**config.mk**
```make
export PLATFORM = sky130hd
export DESIGN_NAME = control_packet_deframer
export DESIGN_NICKNAME = d
export VERILOG_FILES = /design/src/sv/cpd_pkg.sv /design/src/sv/cpd_in_stage.sv /design/src/sv/cpd_frame_check.sv /design/src/sv/cpd_out_reg.sv /design/src/sv/control_packet_deframer.sv
export SDC_FILE = /design/constraint.sdc
export NUM_CORES = 1
export LEC_CHECK = 0
export BUFFER_PORTS_ARGS = -buffer_cell sky130_fd_sc_hd__buf_4
export CAP_MARGIN = 15
export CELL_PAD_IN_SITES_DETAIL_PLACEMENT = 1
export CELL_PAD_IN_SITES_GLOBAL_PLACEMENT = 2
export CORE_MARGIN = 2
export CORE_UTILIZATION = 37
export DETAILED_ROUTE_END_ITERATION = 8
export PLACE_DENSITY_LB_ADDON = 0.1
export SLEW_MARGIN = 20
export SYNTH_ARGS = -nofsm -noshare
export SYNTH_HDL_FRONTEND = slang
export SYNTH_SLANG_ARGS = --single-unit
```
**constraint.sdc**
```tcl
create_clock -name clk_i -period 3.8 [get_ports clk_i]
set_clock_uncertainty 0.05 [all_clocks]
set_input_delay 0.57 -clock clk_i [delete_from_list [all_inputs] [get_ports clk_i]]
set_output_delay 0.57 -clock clk_i [all_outputs]
set_load 0.02 [all_outputs]
```
**src/sv/cpd_pkg.sv**
```systemverilog
// Shared types, constants and the check digit function of the control packet deframer.
package cpd_pkg;

  localparam int unsigned PayloadLen = 7;
  localparam int unsigned FrameLen   = 8;
  localparam int unsigned CountMax   = 9;
  localparam int unsigned CountW     = 4;
  localparam int unsigned SumW       = 13;
  localparam int unsigned CheckMod   = 255;

  typedef enum logic [1:0] {
    ST_OK         = 2'd0,
    ST_BAD_LENGTH = 2'd1,
    ST_BAD_CHECK  = 2'd2
  } status_e;

  typedef struct packed {
    logic [7:0] data_byte;
    logic       end_of_datagram;
  } item_t;

  typedef struct packed {
    status_e    status;
    logic [7:0] command_code;
    logic [7:0] axis_x_value;
    logic [7:0] axis_y_value;
    logic [7:0] axis_z_value;
    logic [7:0] axis_r_value;
    logic [7:0] camera_x_value;
    logic [7:0] camera_y_value;
  } result_t;

  // x mod 255 via 256 = 1 (mod 255): fold the bits above the low byte onto it, one correction.
  function automatic logic [7:0] mod255(input logic [SumW-1:0] x);
    logic [8:0] fold;
    fold = 9'(x[7:0]) + 9'(x[SumW-1:8]);
    if (fold >= 9'(CheckMod)) begin
      fold = fold - 9'(CheckMod);
    end
    return fold[7:0];
  endfunction

endpackage

```
**src/sv/cpd_in_stage.sv**
```systemverilog
// Input register stage of the control packet deframer.
module cpd_in_stage (
  input  logic           clk_i,
  input  logic           rst_ni,
  input  logic           in_valid_i,
  output logic           in_stall_o,
  input  cpd_pkg::item_t item_i,
  input  logic           advance_i,
  output logic           valid_o,
  output cpd_pkg::item_t item_o
);
  import cpd_pkg::*;

  logic  valid_q;
  item_t item_q;

  assign in_stall_o = valid_q & ~advance_i;
  assign valid_o    = valid_q;
  assign item_o     = item_q;

  always_ff @(posedge clk_i or negedge rst_ni) begin
    if (!rst_ni) begin
      valid_q <= 1'b0;
    end else if (!in_stall_o) begin
      valid_q <= in_valid_i;
    end
  end

  always_ff @(posedge clk_i) begin
    if (in_valid_i && !in_stall_o) begin
      item_q <= item_i;
    end
  end

endmodule

```
**src/sv/cpd_frame_check.sv**
```systemverilog
// Byte count, weighted sum, payload store and result logic of the deframer.
module cpd_frame_check (
  input  logic               clk_i,
  input  logic               rst_ni,
  input  logic               advance_i,
  input  cpd_pkg::item_t     item_i,
  output cpd_pkg::result_t   result_o,
  output logic [3:0]         count_o
);
  import cpd_pkg::*;

  logic [CountW-1:0] count_q, count_d;
  logic [SumW-1:0]   sum_q, sum_d;
  logic [7:0]        payload_q [PayloadLen];
  logic              in_payload;
  logic [2:0]        weight;
  logic [10:0]       product;

  assign in_payload = count_q < CountW'(PayloadLen);
  assign weight     = 3'(count_q[2:0] + 3'd1);
  assign product    = 11'(item_i.data_byte) * 11'(weight);
  assign count_o    = count_q;

  always_comb begin
    count_d = count_q;
    sum_d   = sum_q;
    if (in_payload) begin
      sum_d = SumW'(sum_q + SumW'(product));
    end
    if (item_i.end_of_datagram) begin
      count_d = '0;
      sum_d   = '0;
    end else if (count_q < CountW'(CountMax)) begin
      count_d = CountW'(count_q + CountW'(1));
    end
  end

  always_ff @(posedge clk_i or negedge rst_ni) begin
    if (!rst_ni) begin
      count_q <= '0;
      sum_q   <= '0;
    end else if (advance_i) begin
      count_q <= count_d;
      sum_q   <= sum_d;
    end
  end

  always_ff @(posedge clk_i) begin
    if (advance_i && in_payload) begin
      payload_q[count_q[2:0]] <= item_i.data_byte;
    end
  end

  always_comb begin
    result_o = '0;
    if (count_q != CountW'(FrameLen - 1)) begin
      result_o.status = ST_BAD_LENGTH;
    end else if (item_i.data_byte != mod255(sum_q)) begin
      result_o.status = ST_BAD_CHECK;
    end else begin
      result_o.status         = ST_OK;
      result_o.command_code   = payload_q[0];
      result_o.axis_x_value   = payload_q[1];
      result_o.axis_y_value   = payload_q[2];
      result_o.axis_z_value   = payload_q[3];
      result_o.axis_r_value   = payload_q[4];
      result_o.camera_x_value = payload_q[5];
      result_o.camera_y_value = payload_q[6];
    end
  end

endmodule

```
**src/sv/cpd_out_reg.sv**
```systemverilog
// Result register of the control packet deframer.
module cpd_out_reg (
  input  logic             clk_i,
  input  logic             rst_ni,
  input  logic             load_i,
  input  cpd_pkg::result_t result_i,
  output logic             ready_o,
  output logic             out_valid_o,
  input  logic             out_stall_i,
  output cpd_pkg::result_t result_o
);
  import cpd_pkg::*;

  logic    valid_q;
  result_t result_q;

  assign ready_o     = ~valid_q | ~out_stall_i;
  assign out_valid_o = valid_q;
  assign result_o    = result_q;

  always_ff @(posedge clk_i or negedge rst_ni) begin
    if (!rst_ni) begin
      valid_q <= 1'b0;
    end else if (load_i) begin
      valid_q <= 1'b1;
    end else if (!out_stall_i) begin
      valid_q <= 1'b0;
    end
  end

  always_ff @(posedge clk_i) begin
    if (load_i) begin
      result_q <= result_i;
    end
  end

endmodule

```
**src/sv/control_packet_deframer.sv**
```systemverilog
// Control packet deframer top level.
// Path: a marked last byte is held in the input register, then its result is loaded into the result register.
// Throughput: one byte per cycle; the input register stalls only while a finished
//   result waits in the output register and the next byte to process is a last byte.
// Reset: asynchronous, active low; clears count, sum and both valid flags.
//   The payload bytes are not reset.
module control_packet_deframer (
  input  logic       clk_i,
  input  logic       rst_ni,
  input  logic       in_valid_i,
  output logic       in_stall_o,
  input  logic [7:0] data_byte_i,
  input  logic       end_of_datagram_i,
  output logic       out_valid_o,
  input  logic       out_stall_i,
  output logic [1:0] status_o,
  output logic [7:0] command_code_o,
  output logic [7:0] axis_x_value_o,
  output logic [7:0] axis_y_value_o,
  output logic [7:0] axis_z_value_o,
  output logic [7:0] axis_r_value_o,
  output logic [7:0] camera_x_value_o,
  output logic [7:0] camera_y_value_o
);
  import cpd_pkg::*;

  item_t      in_item, stage_item;
  logic       stage_valid, advance, out_ready, load;
  result_t    check_result, out_result;
  logic [3:0] count;

  assign in_item.data_byte       = data_byte_i;
  assign in_item.end_of_datagram = end_of_datagram_i;

  assign advance = stage_valid & (~stage_item.end_of_datagram | out_ready);
  assign load    = advance & stage_item.end_of_datagram;

  cpd_in_stage u_in_stage (
    .clk_i      (clk_i),
    .rst_ni     (rst_ni),
    .in_valid_i (in_valid_i),
    .in_stall_o (in_stall_o),
    .item_i     (in_item),
    .advance_i  (advance),
    .valid_o    (stage_valid),
    .item_o     (stage_item)
  );

  cpd_frame_check u_frame_check (
    .clk_i     (clk_i),
    .rst_ni    (rst_ni),
    .advance_i (advance),
    .item_i    (stage_item),
    .result_o  (check_result),
    .count_o   (count)
  );

  cpd_out_reg u_out_reg (
    .clk_i       (clk_i),
    .rst_ni      (rst_ni),
    .load_i      (load),
    .result_i    (check_result),
    .ready_o     (out_ready),
    .out_valid_o (out_valid_o),
    .out_stall_i (out_stall_i),
    .result_o    (out_result)
  );

  assign status_o         = out_result.status;
  assign command_code_o   = out_result.command_code;
  assign axis_x_value_o   = out_result.axis_x_value;
  assign axis_y_value_o   = out_result.axis_y_value;
  assign axis_z_value_o   = out_result.axis_z_value;
  assign axis_r_value_o   = out_result.axis_r_value;
  assign camera_x_value_o = out_result.camera_x_value;
  assign camera_y_value_o = out_result.camera_y_value;

  a_count_bound: assert property (@(posedge clk_i) disable iff (!rst_ni)
    count <= 4'(CountMax))
    else $error("byte count beyond saturation");

  a_count_clear: assert property (@(posedge clk_i) disable iff (!rst_ni)
    load |=> count == '0)
    else $error("byte count not cleared after last byte");

  a_error_zero: assert property (@(posedge clk_i) disable iff (!rst_ni)
    out_valid_o && status_o != ST_OK |->
      command_code_o == '0 && axis_x_value_o == '0 && camera_y_value_o == '0)
    else $error("error request carries payload");

  a_stall_cause: assert property (@(posedge clk_i) disable iff (!rst_ni)
    in_stall_o |-> out_valid_o && out_stall_i && stage_item.end_of_datagram)
    else $error("input stalled without a waiting request");

endmodule

```
==> impl_metrics.prom, run 1 <==
# TYPE chip_impl_metric gauge
chip_impl_metric{name="remaining_global_route_overflow",unit=""} 0
chip_impl_metric{name="cts-buffers-inserted",unit=""} 17
chip_impl_metric{name="initialDrtViolationCount",unit=""} 163
chip_impl_info{name="hold_end",value="u_in_stage.item_o[2]$_DFFE_PP_"} 1
chip_impl_metric{name="relSlewSlack",unit=""} 0.4230
chip_impl_metric{name="synth_area",unit="sq um"} 7238
chip_impl_metric{name="h_tree_level_count",unit=""} 4
chip_impl_info{name="min-delay-start",value="data_byte_i[1]"} 1
chip_impl_metric{name="grt_use_total",unit=""} 0.1731
chip_impl_metric{name="p_total",unit="mW"} 5.747
chip_impl_metric{name="hold-worst-slack",unit="ps"} 268.7
chip_impl_metric{name="grt_max_degree",unit=""} 59
chip_impl_metric{name="die_area",unit="sq um"} 20700
chip_impl_metric{name="leakage",unit="nW"} 3.580
chip_impl_metric{name="detail_route.wirelength",unit="um"} 17440
chip_impl_metric{name="final_hold_violating_endpoints",unit=""} 0
chip_impl_metric{name="share_of_flip_flops_with_an_asynchronous_set_or_reset_after_synthesis",unit=""} 0.1338
chip_impl_info{name="regToRegEndpoint",value="u_frame_check.sum_q[10]$_DFFE_PN0P_"} 1
chip_impl_metric{name="data_required_critical_path",unit="ps"} 4060
chip_impl_metric{name="detailed_place_hpwl",unit="um"} 12450
chip_impl_metric{name="cellPowerDensity",unit="nW/um^2"} 626.1
chip_impl_info{name="worstSetupStartpointType",value="flip-flop"} 1
chip_impl_info{name="worst_hold_path_type",value="in -> reg"} 1
chip_impl_metric{name="port-buffer-count",unit=""} 72
chip_impl_metric{name="via_count",unit=""} 4752
chip_impl_metric{name="drc",unit=""} 0
chip_impl_metric{name="global_route_wire_length_before_repair",unit="um"} 26680
chip_impl_metric{name="avgSynthCellArea",unit="sq um"} 12.54
chip_impl_metric{name="die_w",unit="um"} 143.9
chip_impl_metric{name="ir_drop",unit="mV"} 0.3910
chip_impl_metric{name="num_rows",unit=""} 51
chip_impl_metric{name="synth.net_count",unit=""} 628
chip_impl_metric{name="finish.net_count",unit=""} 731
chip_impl_metric{name="cp_max_fo",unit=""} 4
chip_impl_metric{name="register_to_register_setup_slack",unit="ps"} 140
chip_impl_metric{name="place_congestion",unit=""} 0.8439
chip_impl_metric{name="worst_slew_pin_slew",unit="ps"} 856.4
chip_impl_metric{name="final_max_slew_viol_count",unit=""} 0
chip_impl_metric{name="setup_viol_count_final",unit=""} 0
chip_impl_metric{name="synth_edf_count",unit=""} 123
chip_impl_metric{name="ff2ff_path_depth",unit=""} 15
chip_impl_metric{name="post_synth_inst_count",unit=""} 577
chip_impl_metric{name="route.antenna.remaining_nets",unit=""} 0
chip_impl_metric{name="post-route-period-util",unit=""} 0.9642
chip_impl_metric{name="clock_sink_count",unit=""} 142
chip_impl_info{name="final_cell_mix",value="edfxtp_1, buf_4, inv_1"} 1
chip_impl_info{name="timing_worst_setup_path_type",value="reg -> reg"} 1
chip_impl_metric{name="worst_ep_arrival_time",unit="ps"} 3930
chip_impl_metric{name="clk-insertion-delay-late",unit="ps"} 430
chip_impl_metric{name="num_antenna_cells",unit=""} 0
chip_impl_metric{name="synth_cell_type_count",unit=""} 62
chip_impl_metric{name="synth_seq_area_share",unit=""} 0.5760
chip_impl_info{name="cts_tree",value="built"} 1
chip_impl_metric{name="max-cap-violations",unit=""} 0
chip_impl_metric{name="layout.cell_area.non_filler",unit="sq um"} 9179
chip_impl_metric{name="yosysWarningCount",unit=""} 0
chip_impl_metric{name="cts_max_path_bufs",unit=""} 2
chip_impl_metric{name="chipHeight",unit="um"} 143.9
chip_impl_metric{name="clk_transition_reported_paths",unit="ps"} 60
chip_impl_info{name="status",value="finished, final reports clean"} 1
chip_impl_metric{name="final.min_clock_period",unit="ps"} 3664
chip_impl_metric{name="via_count_of_the_first_global_routing_pass",unit=""} 4888
chip_impl_info{name="cts_root_buf",value="clkbuf_16"} 1
chip_impl_metric{name="min_delay_path_depth",unit=""} 1
chip_impl_metric{name="number_of_storage_elements_in_the_synthesis_netlist",unit=""} 142
chip_impl_metric{name="areaGrowthSynthToFinish",unit="%"} 26.81
chip_impl_metric{name="placeable_core_region",unit="sq um"} 19330
chip_impl_metric{name="initial_antenna_violation_count",unit=""} 0
chip_impl_metric{name="postPlaceCellArea",unit="sq um"} 8302
chip_impl_metric{name="initial_utilization",unit=""} 0.3744
chip_impl_metric{name="drive_above_1_share",unit=""} 0.3324
chip_impl_info{name="postSynth.topFlopCell",value="edfxtp_1"} 1
chip_impl_info{name="most_common_cell_after_layout_fill_and_taps_aside",value="edfxtp_1"} 1
chip_impl_info{name="critical_path.reg2reg.startpoint",value="u_frame_check.count_o[1]$_DFFE_PN0P_"} 1
chip_impl_metric{name="detail_route.first_pass.iterations",unit=""} 4
chip_impl_metric{name="design.portCount",unit=""} 73
chip_impl_metric{name="max_freq",unit="GHz"} 0.2729
chip_impl_info{name="worst_setup_path_end_kind",value="flip-flop"} 1
chip_impl_metric{name="routed_via_density",unit=""} 4.966
chip_impl_metric{name="drt-wirelength-per-cell",unit="um"} 18.22
synthesized netlist by cell type (7+ instances only):
master	instances	share of area
inv_1	102	0.053
nor4_2	30	0.052
o21ai_0	14	0.0097
a21oi_1	15	0.010
nor2b_1	7	0.0060
fa_1	16	0.044
dfrtp_1	19	0.066
ha_1	22	0.038
xnor2_1	11	0.013
xor2_1	8	0.0097
and2_1	17	0.015
nand2_1	24	0.012
nor2_1	15	0.0078
nor4_1	31	0.027
edfxtp_1	123	0.51
clkbuf_1	15	0.0078
nor3_1	10	0.0069
metal layers:
layer / GRT usage / part of all wire / up-vias
li1: - / - / 2266
met3: 0.03499 / 0.034 / 26
met5: 0 / 0 / -
met1: 0.2232 / 0.45 / 2365
met4: 0.07069 / 0.023 / 0
met2: 0.2855 / 0.49 / 95
worst max path at each step:
stage / startpoint / end / slack, ps
global route: u_frame_check.count_o[1]$_DFFE_PN0P_ / u_frame_check.sum_q[10]$_DFFE_PN0P_ / -6
finish: u_frame_check.count_o[1]$_DFFE_PN0P_ / u_frame_check.sum_q[10]$_DFFE_PN0P_ / 140
global placement: u_frame_check.count_o[0]$_DFFE_PN0P_ / u_frame_check.sum_q[10]$_DFFE_PN0P_ / -50
detailed placement: u_frame_check.count_o[1]$_DFFE_PN0P_ / u_frame_check.sum_q[10]$_DFFE_PN0P_ / -150
CTS: u_frame_check.count_o[1]$_DFFE_PN0P_ / u_frame_check.sum_q[11]$_DFFE_PN0P_ / -0.9
floorplan: u_frame_check.count_o[0]$_DFFE_PN0P_ / u_frame_check.sum_q[11]$_DFFE_PN0P_ / 10
cell families (layout without fill, tap and decap cells):
family / after synthesis / count (layout) / synth area share
simple gates: 164 / 164 / 0.1551
flops: 142 / 142 / 0.5760
buf+inv: 132 / 247 / 0.07468
compound gates: 80 / 80 / 0.08609
fa+ha+maj: 38 / 38 / 0.08228
xor+xnor: 19 / 19 / 0.02299
mux: 2 / 2 / 0.002939
power by group:
group          total, mW  internal [mW]  switching (mW)
clock               1.80           1.11           0.689
combinational       2.03          0.802            1.22
sequential          1.92           1.82          0.0997
through the flow:
stage | setup TNS (ps) | util | cells | setup slack (ps)
after CTS | -0.8864 | 0.4639 | 956 | -0.8864
after global placement | -47.12 | 0.4294 | 924 | -47.12
after detailed placement | -311.3 | 0.4294 | 924 | -145.6
after floorplan | 0 | - | 577 | 13.42
after global routing | -6.099 | 0.4747 | 957 | -6.099
final | 0 | 0.4747 | 957 | 136.1
worst max-delay path: stages, from the launching register on:
cell and delay, ps:
dfrtp_2 440, ha_4 190, xor2_4 180, nand2_2 100, fa_1 530, inv_1 50
fa_1 510, ha_1 320, a21o_1 170, a21oi_2 160, o21bai_1 90, a21oi_2 200
o21ai_2 80, a31oi_1 200, xnor2_1 80, a22o_1 210
sequential cells by signal, indices dropped and copies added, names as in the netlist:
name                     cells
camera_x_value_o             8
u_in_stage.valid_o           1
u_in_stage.item_o            9
axis_r_value_o               8
u_out_reg.result_o           2
u_frame_check.payload_q     56
u_out_reg.out_valid_o        1
command_code_o               8
camera_y_value_o             8
axis_x_value_o               8
u_frame_check.sum_q         13
axis_y_value_o               8
u_frame_check.count_o        4
axis_z_value_o               8
timing repair:
item | in CTS | in global routing
hold endpoints to repair | 19 | 0
buffers inserted | 0 | 1
hold buffers | 1 | 0
gates resized for setup | 6 | 38
endpoints found under the setup margin | 5 | 45
pin swaps | 4 | 7
final cells by class:
type / instances / area (sq um)
Clock buffer: 17 / 425.4
Clock inverter: 14 / 206.4
Fill cell: 2001 / 10160
Inverter: 102 / 382.9
Multi-Input combinational cell: 303 / 2774
Sequential cell: 142 / 4172
Tap cell: 265 / 331.6
Timing Repair Buffer: 114 / 887.1
(Power assumes the default switching activity.)
==> run 2: changes to the inputs <==
--- a/config.mk
+++ b/config.mk
@@ -12,8 +12,10 @@
 export CORE_MARGIN = 2
 export CORE_UTILIZATION = 37
 export DETAILED_ROUTE_END_ITERATION = 8
+export MAX_ROUTING_LAYER = met4
 export PLACE_DENSITY_LB_ADDON = 0.1
 export SLEW_MARGIN = 20
 export SYNTH_ARGS = -nofsm -noshare
 export SYNTH_HDL_FRONTEND = slang
+export SYNTH_HIERARCHICAL = 1
 export SYNTH_SLANG_ARGS = --single-unit
==> run 2 against run 1 <==
Compared with the run above:
- routed wire length grew 8.0%
- count of clock-buffer cells in the layout up 1
- register-to-register slack lost 80 ps
- first-iteration DRC count up 12%
- global-route usage up 0.89 points
- non-clock buffer count increased by 23
- combinational power up 21%
- fmax decreased by 2.0%
- critical path depth down 1
- worst hold slack got worse by 4.1 ps
- final area increased by 3.7%
- setup slack worse by 76 ps
- largest power group unchanged
==> impl_metrics.prom, run 2 <==
# TYPE chip_impl_metric gauge
chip_impl_metric{name="setup_viol_count_final",unit=""} 0
chip_impl_metric{name="drt-wirelength-per-cell",unit="um"} 19.61
chip_impl_metric{name="detail_route.wirelength",unit="um"} 18830
chip_impl_metric{name="detailed_place_hpwl",unit="um"} 12360
chip_impl_metric{name="cellPowerDensity",unit="nW/um^2"} 634.6
chip_impl_metric{name="ir_drop",unit="mV"} 0.3804
chip_impl_metric{name="die_area",unit="sq um"} 20480
chip_impl_metric{name="synth_area",unit="sq um"} 7161
chip_impl_metric{name="flip_flop_count_of_the_largest_register_after_layout",unit=""} 58
chip_impl_metric{name="cp_max_fo",unit=""} 14
chip_impl_metric{name="via_count",unit=""} 4822
chip_impl_info{name="dominant_cells_by_area_after_synthesis",value="edfxtp_1, dfrtp_1, inv_1"} 1
chip_impl_metric{name="drc",unit=""} 0
chip_impl_metric{name="initialDrtViolationCount",unit=""} 183
chip_impl_metric{name="num_antenna_cells",unit=""} 0
chip_impl_metric{name="filler_cell_count",unit=""} 1929
chip_impl_metric{name="clk-insertion-delay-late",unit="ps"} 430
chip_impl_metric{name="yosysWarningCount",unit=""} 6
chip_impl_metric{name="synth_seq_area_share",unit=""} 0.5822
chip_impl_metric{name="synth.net_count",unit=""} 612
chip_impl_metric{name="combined_area_of_the_multi_input_logic_cells",unit="sq um"} 2836
chip_impl_metric{name="final_hold_violating_endpoints",unit=""} 0
chip_impl_metric{name="number_of_storage_elements_in_the_synthesis_netlist",unit=""} 142
chip_impl_metric{name="hold-worst-slack",unit="ps"} 264.6
chip_impl_info{name="worst_setup_path_end_kind",value="flip-flop"} 1
chip_impl_metric{name="cts-buffers-inserted",unit=""} 17
chip_impl_metric{name="chipHeight",unit="um"} 143.1
chip_impl_metric{name="placeable_core_region",unit="sq um"} 18830
chip_impl_metric{name="place_congestion",unit=""} 0.7998
chip_impl_metric{name="global_route_wire_length_before_repair",unit="um"} 27130
chip_impl_metric{name="synth_edf_count",unit=""} 123
chip_impl_info{name="final_cell_mix",value="edfxtp_1, buf_4, inv_1"} 1
chip_impl_metric{name="post_synth_inst_count",unit=""} 561
chip_impl_metric{name="design.portCount",unit=""} 73
chip_impl_info{name="status",value="finished, final reports clean"} 1
chip_impl_info{name="postSynth.topFlopCell",value="edfxtp_1"} 1
chip_impl_metric{name="utilization",unit=""} 0.5057
chip_impl_metric{name="initial_utilization",unit=""} 0.3803
chip_impl_metric{name="synth_largest_type_area_fraction",unit=""} 0.5158
chip_impl_metric{name="worst_slew_pin_slew",unit="ps"} 1170
chip_impl_metric{name="areaGrowthSynthToFinish",unit="%"} 32.99
chip_impl_metric{name="grt_max_degree",unit=""} 60
chip_impl_metric{name="seqCellArea",unit="sq um"} 4170
chip_impl_info{name="synthMostInstantiatedCell",value="edfxtp_1"} 1
chip_impl_metric{name="max_freq",unit="GHz"} 0.2674
chip_impl_info{name="worst_hold_path_type",value="in -> reg"} 1
chip_impl_info{name="timing_worst_setup_path_type",value="reg -> reg"} 1
chip_impl_metric{name="die_w",unit="um"} 143.1
chip_impl_info{name="worstSetupStartpointType",value="flip-flop"} 1
chip_impl_metric{name="leakage",unit="nW"} 3.875
chip_impl_info{name="cts_tree",value="built"} 1
chip_impl_metric{name="remaining_global_route_overflow",unit=""} 0
chip_impl_metric{name="relSlewSlack",unit=""} 0.2199
chip_impl_info{name="cts_root_buf",value="clkbuf_16"} 1
chip_impl_metric{name="clk_transition_reported_paths",unit="ps"} 70
chip_impl_metric{name="max-cap-violations",unit=""} 0
chip_impl_info{name="most_common_cell_after_layout_fill_and_taps_aside",value="edfxtp_1"} 1
chip_impl_metric{name="finish.net_count",unit=""} 738
chip_impl_metric{name="share_of_flip_flops_with_an_asynchronous_set_or_reset_after_synthesis",unit=""} 0.1338
chip_impl_metric{name="drive_above_1_share",unit=""} 0.3557
chip_impl_metric{name="port-buffer-count",unit=""} 72
chip_impl_metric{name="clock_sink_count",unit=""} 142
chip_impl_metric{name="post-route-period-util",unit=""} 0.9841
chip_impl_metric{name="route.antenna.remaining_nets",unit=""} 0
chip_impl_info{name="top_cells_by_instance_count_after_synthesis",value="edfxtp_1, inv_1, nor4_2"} 1
chip_impl_metric{name="routed_via_density",unit=""} 5.023
chip_impl_metric{name="grt_use_total",unit=""} 0.1820
chip_impl_metric{name="cts_max_path_bufs",unit=""} 2
chip_impl_metric{name="data_required_critical_path",unit="ps"} 3870
chip_impl_metric{name="worst_ep_arrival_time",unit="ps"} 3810
chip_impl_metric{name="avgSynthCellArea",unit="sq um"} 12.76
chip_impl_metric{name="via_count_of_the_first_global_routing_pass",unit=""} 4877
chip_impl_metric{name="final.min_clock_period",unit="ps"} 3739
chip_impl_info{name="synth_top_cell_by_area",value="edfxtp_1"} 1
chip_impl_metric{name="initial_antenna_violation_count",unit=""} 0
chip_impl_metric{name="h_tree_level_count",unit=""} 4
chip_impl_metric{name="synth_cell_type_count",unit=""} 65
chip_impl_metric{name="num_rows",unit=""} 50
chip_impl_metric{name="final_max_slew_viol_count",unit=""} 0
chip_impl_metric{name="detail_route.first_pass.iterations",unit=""} 4
run 2: area by class of cell:
class,instances,share of cell area
clock buffer,18,0.04507
clock inverter,14,0.01458
inverter,104,0.04099
sequential,142,0.4379
timing repair buffer,137,0.1294
multi-input combinational,285,0.2979
tap,260,0.03416
run 2: worst paths after layout:
path                                                          from                                   end  slack, ps  cells after the start
worst max-delay path            u_frame_check/sum_q[8]$_DFFE_PN0P_      u_out_reg/result_o[12]$_DFFE_PP_         60                     14
worst min-delay path                             end_of_datagram_i        u_in_stage/item_o[0]$_DFFE_PP_        260                      1
worst max register to register  u_frame_check/sum_q[8]$_DFFE_PN0P_      u_out_reg/result_o[12]$_DFFE_PP_         60                     14
worst min register to register   u_out_reg/out_valid_o$_DFFE_PN0P_     u_out_reg/out_valid_o$_DFFE_PN0P_        470                      1
max in group asynchronous                                   rst_ni  u_frame_check/count_o[1]$_DFFE_PN0P_       2930                      2
min in group asynchronous                                   rst_ni  u_frame_check/count_o[2]$_DFFE_PN0P_        520                      2
run 2: kinds of logic after synthesis:
kind of cell,after synthesis,share of synthesized area
AND/OR/NAND/NOR,149,0.1518
flip-flops,142,0.5822
multiplexers,2,0.002970
buffers and inverters,134,0.07496
adder cells (fa/ha/maj),38,0.08317
AO/OA/AOI/OAI,77,0.07968
XOR/XNOR,19,0.02516
run 2: layer usage:
metal	vias up	global-route usage	share of wire
met2	112	0.2992	0.52
met1	2424	0.2301	0.43
met5	-	-	0
met3	14	0.03588	0.042
met4	0	0.05107	0.011
li1	2272	-	-
run 2: metrics by stage:
step	setup WS, ps	setup TNS (ps)	total power, mW	area (sq um)	std cells
floorplan	16.67	0	3.319	7183	561
global placement	-147.6	-640.0	3.961	8269	907
detailed placement	-239.6	-2331	4.006	8269	907
CTS	7.669	0	5.707	8986	944
global route	-103.7	-1041	6.407	9523	960
finish	60.51	0	6.044	9523	960
run 2: power by group:
group	internal (mW)	switching (mW)	leakage [nW]
Combinational	1.07	1.38	2.20
Clock	0.910	0.701	0.269
Sequential	1.87	0.109	1.41
Total	3.85	2.19	3.87
run 2: repair_timing:
action | in CTS | in global routing
gates cloned | 1 | 8
hold endpoints to repair | 19 | 0
hold buffers | 1 | 0
pin swaps | 3 | 21
gates resized for setup | 14 | 55
setup endpoints to repair | 60 | 63
buffers inserted | 3 | 8
run 2: worst max-delay path: stages (launching register included):
cell	delay, ps
dfrtp_1	420
ha_2	200
inv_1	60
fa_2	340
nand2b_4	160
o2bb2ai_2	130
a2111o_1	470
buf_6	150
nor3b_4	290
a31oi_4	160
or3_1	370
o211ai_1	130
buf_4	190
buf_8	210
nor4_1	80
==> run 3: changes to the inputs <==
--- a/config.mk
+++ b/config.mk
@@ -6,7 +6,7 @@
 export NUM_CORES = 1
 export LEC_CHECK = 0
 export BUFFER_PORTS_ARGS = -buffer_cell sky130_fd_sc_hd__buf_4
-export CAP_MARGIN = 15
+export CAP_MARGIN = 30
 export CELL_PAD_IN_SITES_DETAIL_PLACEMENT = 1
 export CELL_PAD_IN_SITES_GLOBAL_PLACEMENT = 2
 export CORE_MARGIN = 2
==> constraint.sdc (replaced) <==
create_clock -name clk_i -period 3 [get_ports clk_i]
set_clock_uncertainty 0.05 [all_clocks]
set_input_delay 0.45 -clock clk_i [delete_from_list [all_inputs] [get_ports clk_i]]
set_output_delay 0.45 -clock clk_i [all_outputs]
set_load 0.02 [all_outputs]
==> run 3 against run 2 <==
Compared with the run above:
- the run now ends with negative setup slack left
- first-iteration DRC count shrank 13%
- highest routed layer unchanged
- register-to-register slack lost 740 ps
- sequential share of layout area shrank 5.5 points
- worst hold slack lost 120 ps
- clock power grew 23%
- utilization grew 7.2 points
- largest power group unchanged
- sequential power grew 26%
==> impl_metrics.prom, run 3 (synthesis results as in run 2) <==
# TYPE chip_impl_metric gauge
chip_impl_metric{name="ir_drop",unit="mV"} 0.5928
chip_impl_metric{name="initial_utilization",unit=""} 0.3803
chip_impl_metric{name="detail_route.first_pass.iterations",unit=""} 4
chip_impl_metric{name="max-cap-violations",unit=""} 0
chip_impl_metric{name="final_hold_violating_endpoints",unit=""} 0
chip_impl_metric{name="drive_above_1_share",unit=""} 0.4658
chip_impl_metric{name="met1_usage",unit=""} 0.2365
chip_impl_metric{name="drt-wirelength-per-cell",unit="um"} 20.42
chip_impl_metric{name="p_total",unit="mW"} 8.740
chip_impl_metric{name="initial_antenna_violation_count",unit=""} 0
chip_impl_info{name="rsz0062_at_grt",value="true"} 1
chip_impl_info{name="failed_checks",value="negative setup slack"} 1
chip_impl_metric{name="grt_use_met2",unit=""} 0.3684
chip_impl_metric{name="areaGrowthSynthToFinish",unit="%"} 52.02
chip_impl_metric{name="flip_flop_count_of_the_largest_register_after_layout",unit=""} 58
chip_impl_metric{name="place_congestion",unit=""} 0.7831
chip_impl_metric{name="initialDrtViolationCount",unit=""} 159
chip_impl_metric{name="cts-buffers-inserted",unit=""} 17
chip_impl_metric{name="postPlaceCellArea",unit="sq um"} 8914
chip_impl_metric{name="drc",unit=""} 0
chip_impl_info{name="grt_busiest_layer",value="met2"} 1
chip_impl_metric{name="placed_cells_incl_taps",unit=""} 981
chip_impl_metric{name="detailed_place_hpwl",unit="um"} 13480
chip_impl_metric{name="worst_slew_pin_slew",unit="ps"} 779.5
chip_impl_info{name="timing_worst_setup_path_type",value="reg -> reg"} 1
chip_impl_metric{name="final_max_slew_viol_count",unit=""} 0
chip_impl_metric{name="route.antenna.remaining_nets",unit=""} 0
chip_impl_info{name="cts_tree",value="built"} 1
chip_impl_info{name="status",value="finished, violations left"} 1
chip_impl_metric{name="via_count_of_the_first_global_routing_pass",unit=""} 5618
chip_impl_metric{name="finish.net_count",unit=""} 828
chip_impl_metric{name="num_antenna_cells",unit=""} 0
chip_impl_metric{name="global_route_wire_length_before_repair",unit="um"} 31000
chip_impl_info{name="worst_hold_path_type",value="in -> reg"} 1
chip_impl_metric{name="remaining_global_route_overflow",unit=""} 0
chip_impl_metric{name="cellPowerDensity",unit="nW/um^2"} 802.9
chip_impl_metric{name="die_w",unit="um"} 143.1
chip_impl_info{name="crit_chain",value="ha_4 -> xor2_4 -> nand2_2 -> fa_1 -> inv_2 -> fa_2 -> ha_1 -> a21o_1 -> a21oi_2 -> o21bai_1 -> a21oi_2 -> o21bai_1 -> a21oi_2 -> xnor2_1 -> a22o_1"} 1
chip_impl_metric{name="filler_cell_count",unit=""} 1849
chip_impl_metric{name="via_count",unit=""} 5238
chip_impl_metric{name="leakage",unit="nW"} 4.596
chip_impl_metric{name="cts_max_path_bufs",unit=""} 2
chip_impl_metric{name="placeable_core_region",unit="sq um"} 18830
chip_impl_metric{name="post-route-period-util",unit=""} 1.228
chip_impl_metric{name="detail_route.wirelength",unit="um"} 21450
chip_impl_metric{name="h_tree_level_count",unit=""} 4
chip_impl_metric{name="num_rows",unit=""} 50
chip_impl_metric{name="layout.cell_area.non_filler",unit="sq um"} 10890
chip_impl_info{name="worst_setup_path_end_kind",value="flip-flop"} 1
chip_impl_metric{name="clk_transition_reported_paths",unit="ps"} 70
chip_impl_info{name="crit_slowest_cell",value="fa_2"} 1
chip_impl_metric{name="design.portCount",unit=""} 73
chip_impl_info{name="final_cell_mix",value="buf_4, edfxtp_1, inv_1"} 1
chip_impl_info{name="worstSetupStartpointType",value="flip-flop"} 1
chip_impl_metric{name="met3_usage",unit=""} 0.04125
chip_impl_metric{name="instances_no_fill",unit=""} 1050
chip_impl_info{name="crit_top_cell",value="a21oi_2"} 1
chip_impl_metric{name="least_setup_slack_across_all_paths_after_layout",unit="ps"} -684.2
chip_impl_metric{name="clk-insertion-delay-late",unit="ps"} 430
chip_impl_metric{name="dpl_worst_slack",unit="ps"} -765.5
chip_impl_metric{name="die_area",unit="sq um"} 20480
chip_impl_metric{name="final.min_clock_period",unit="ps"} 3684
chip_impl_metric{name="data_required_critical_path",unit="ps"} 3260
chip_impl_metric{name="worst_ep_arrival_time",unit="ps"} 3940
chip_impl_metric{name="routed_via_density",unit=""} 4.989
chip_impl_metric{name="grt_max_degree",unit=""} 60
chip_impl_metric{name="relSlewSlack",unit=""} 0.4803
chip_impl_metric{name="max_freq",unit="GHz"} 0.2714
chip_impl_metric{name="cp_max_fo",unit=""} 6
chip_impl_metric{name="grt_use_total",unit=""} 0.2081
chip_impl_metric{name="largest_stage_delay_worst_path",unit="ps"} 590
chip_impl_metric{name="setup_viol_count_final",unit=""} 67
chip_impl_metric{name="clock_sink_count",unit=""} 142
chip_impl_metric{name="port-buffer-count",unit=""} 72
chip_impl_info{name="cts_root_buf",value="clkbuf_16"} 1
chip_impl_metric{name="utilization",unit=""} 0.5781
chip_impl_metric{name="chipHeight",unit="um"} 143.1
chip_impl_info{name="most_common_cell_after_layout_fill_and_taps_aside",value="buf_4"} 1
-- run 3: cell count changes in the layout (fill, tap and decap cells not counted), moves of 4 or more --
cell / before / now
buf_12: 3 / 12
buf_4: 121 / 186
buf_6: 3 / 16
inv_1: 102 / 98
nor4_1: 16 / 3
nor4_2: 32 / 6
nor4_4: 12 / 51
-- run 3: critical path, delay by kind of cell (launching register included) --
kind / cells / cell delay, ps
DFF: 1 / 450
xor gates and xnor gates: 2 / 300
buffers and inverters: 1 / 50
adders and majority gates: 4 / 1540
AOI/OAI and AO/OA: 7 / 1110
and+or+nand+nor: 1 / 90
-- run 3: where the power goes --
group,internal [mW],switching (mW)
logic,2.07,2.21
registers,2.37,0.117
clock network,1.14,0.844
-- run 3: final cells by class --
cell class | count | area (sq um) | area share
Sequential cell | 142 | 4172 | 0.3832
Multi-Input combinational cell | 285 | 3343 | 0.3071
Timing Repair Buffer | 227 | 2105 | 0.1933
Clock buffer | 18 | 429.2 | 0.03943
Inverter | 104 | 392.9 | 0.03609
Tap cell | 260 | 325.3 | 0.02989
Clock inverter | 14 | 118.9 | 0.01092
-- run 3: final timing paths --
check                      cells after the start                                   end                                  from  slack [ps]
setup / recovery                              15    u_frame_check/sum_q[8]$_DFFE_PN0P_  u_frame_check/count_o[1]$_DFFE_PN0P_        -680
hold / removal                                 1        u_in_stage/item_o[7]$_DFFE_PP_                        data_byte_i[6]         150
setup reg to reg                              15    u_frame_check/sum_q[8]$_DFFE_PN0P_  u_frame_check/count_o[1]$_DFFE_PN0P_        -680
hold reg to reg                                1     u_out_reg/out_valid_o$_DFFE_PN0P_     u_out_reg/out_valid_o$_DFFE_PN0P_         460
max in group asynchronous                      2  u_frame_check/count_o[1]$_DFFE_PN0P_                                rst_ni        2250
min in group asynchronous                      2     u_out_reg/out_valid_o$_DFFE_PN0P_                                rst_ni         390
-- run 3: what timing repair did --
| action | 4_1_cts | 5_1_grt |
|---|---|---|
| setup buffers | 18 | 12 |
| hold endpoints to repair | 19 | 0 |
| hold buffers | 1 | 0 |
| resized for setup | 71 | 82 |
| pin swaps | 35 | 62 |
| endpoints found under the setup margin | 67 | 67 |
| gates cloned | 3 | 8 |
-- run 3: through the flow --
step / hold WS [ps] / setup TNS (ps)
5_1_grt: 130.4 / -50750
2_1_floorplan: 104.4 / -17150
3_3_place_gp: 300.5 / -33110
3_5_place_dp: 300.7 / -37050
6_report: 146.4 / -41500
4_1_cts: 130.0 / -36330
-- run 3: routing by layer --
metal  part of all wire  vias up
li1                   -     2451
met1               0.41     2677
met2               0.55       81
met3              0.027       29
met4              0.019        0
met5                  0        -
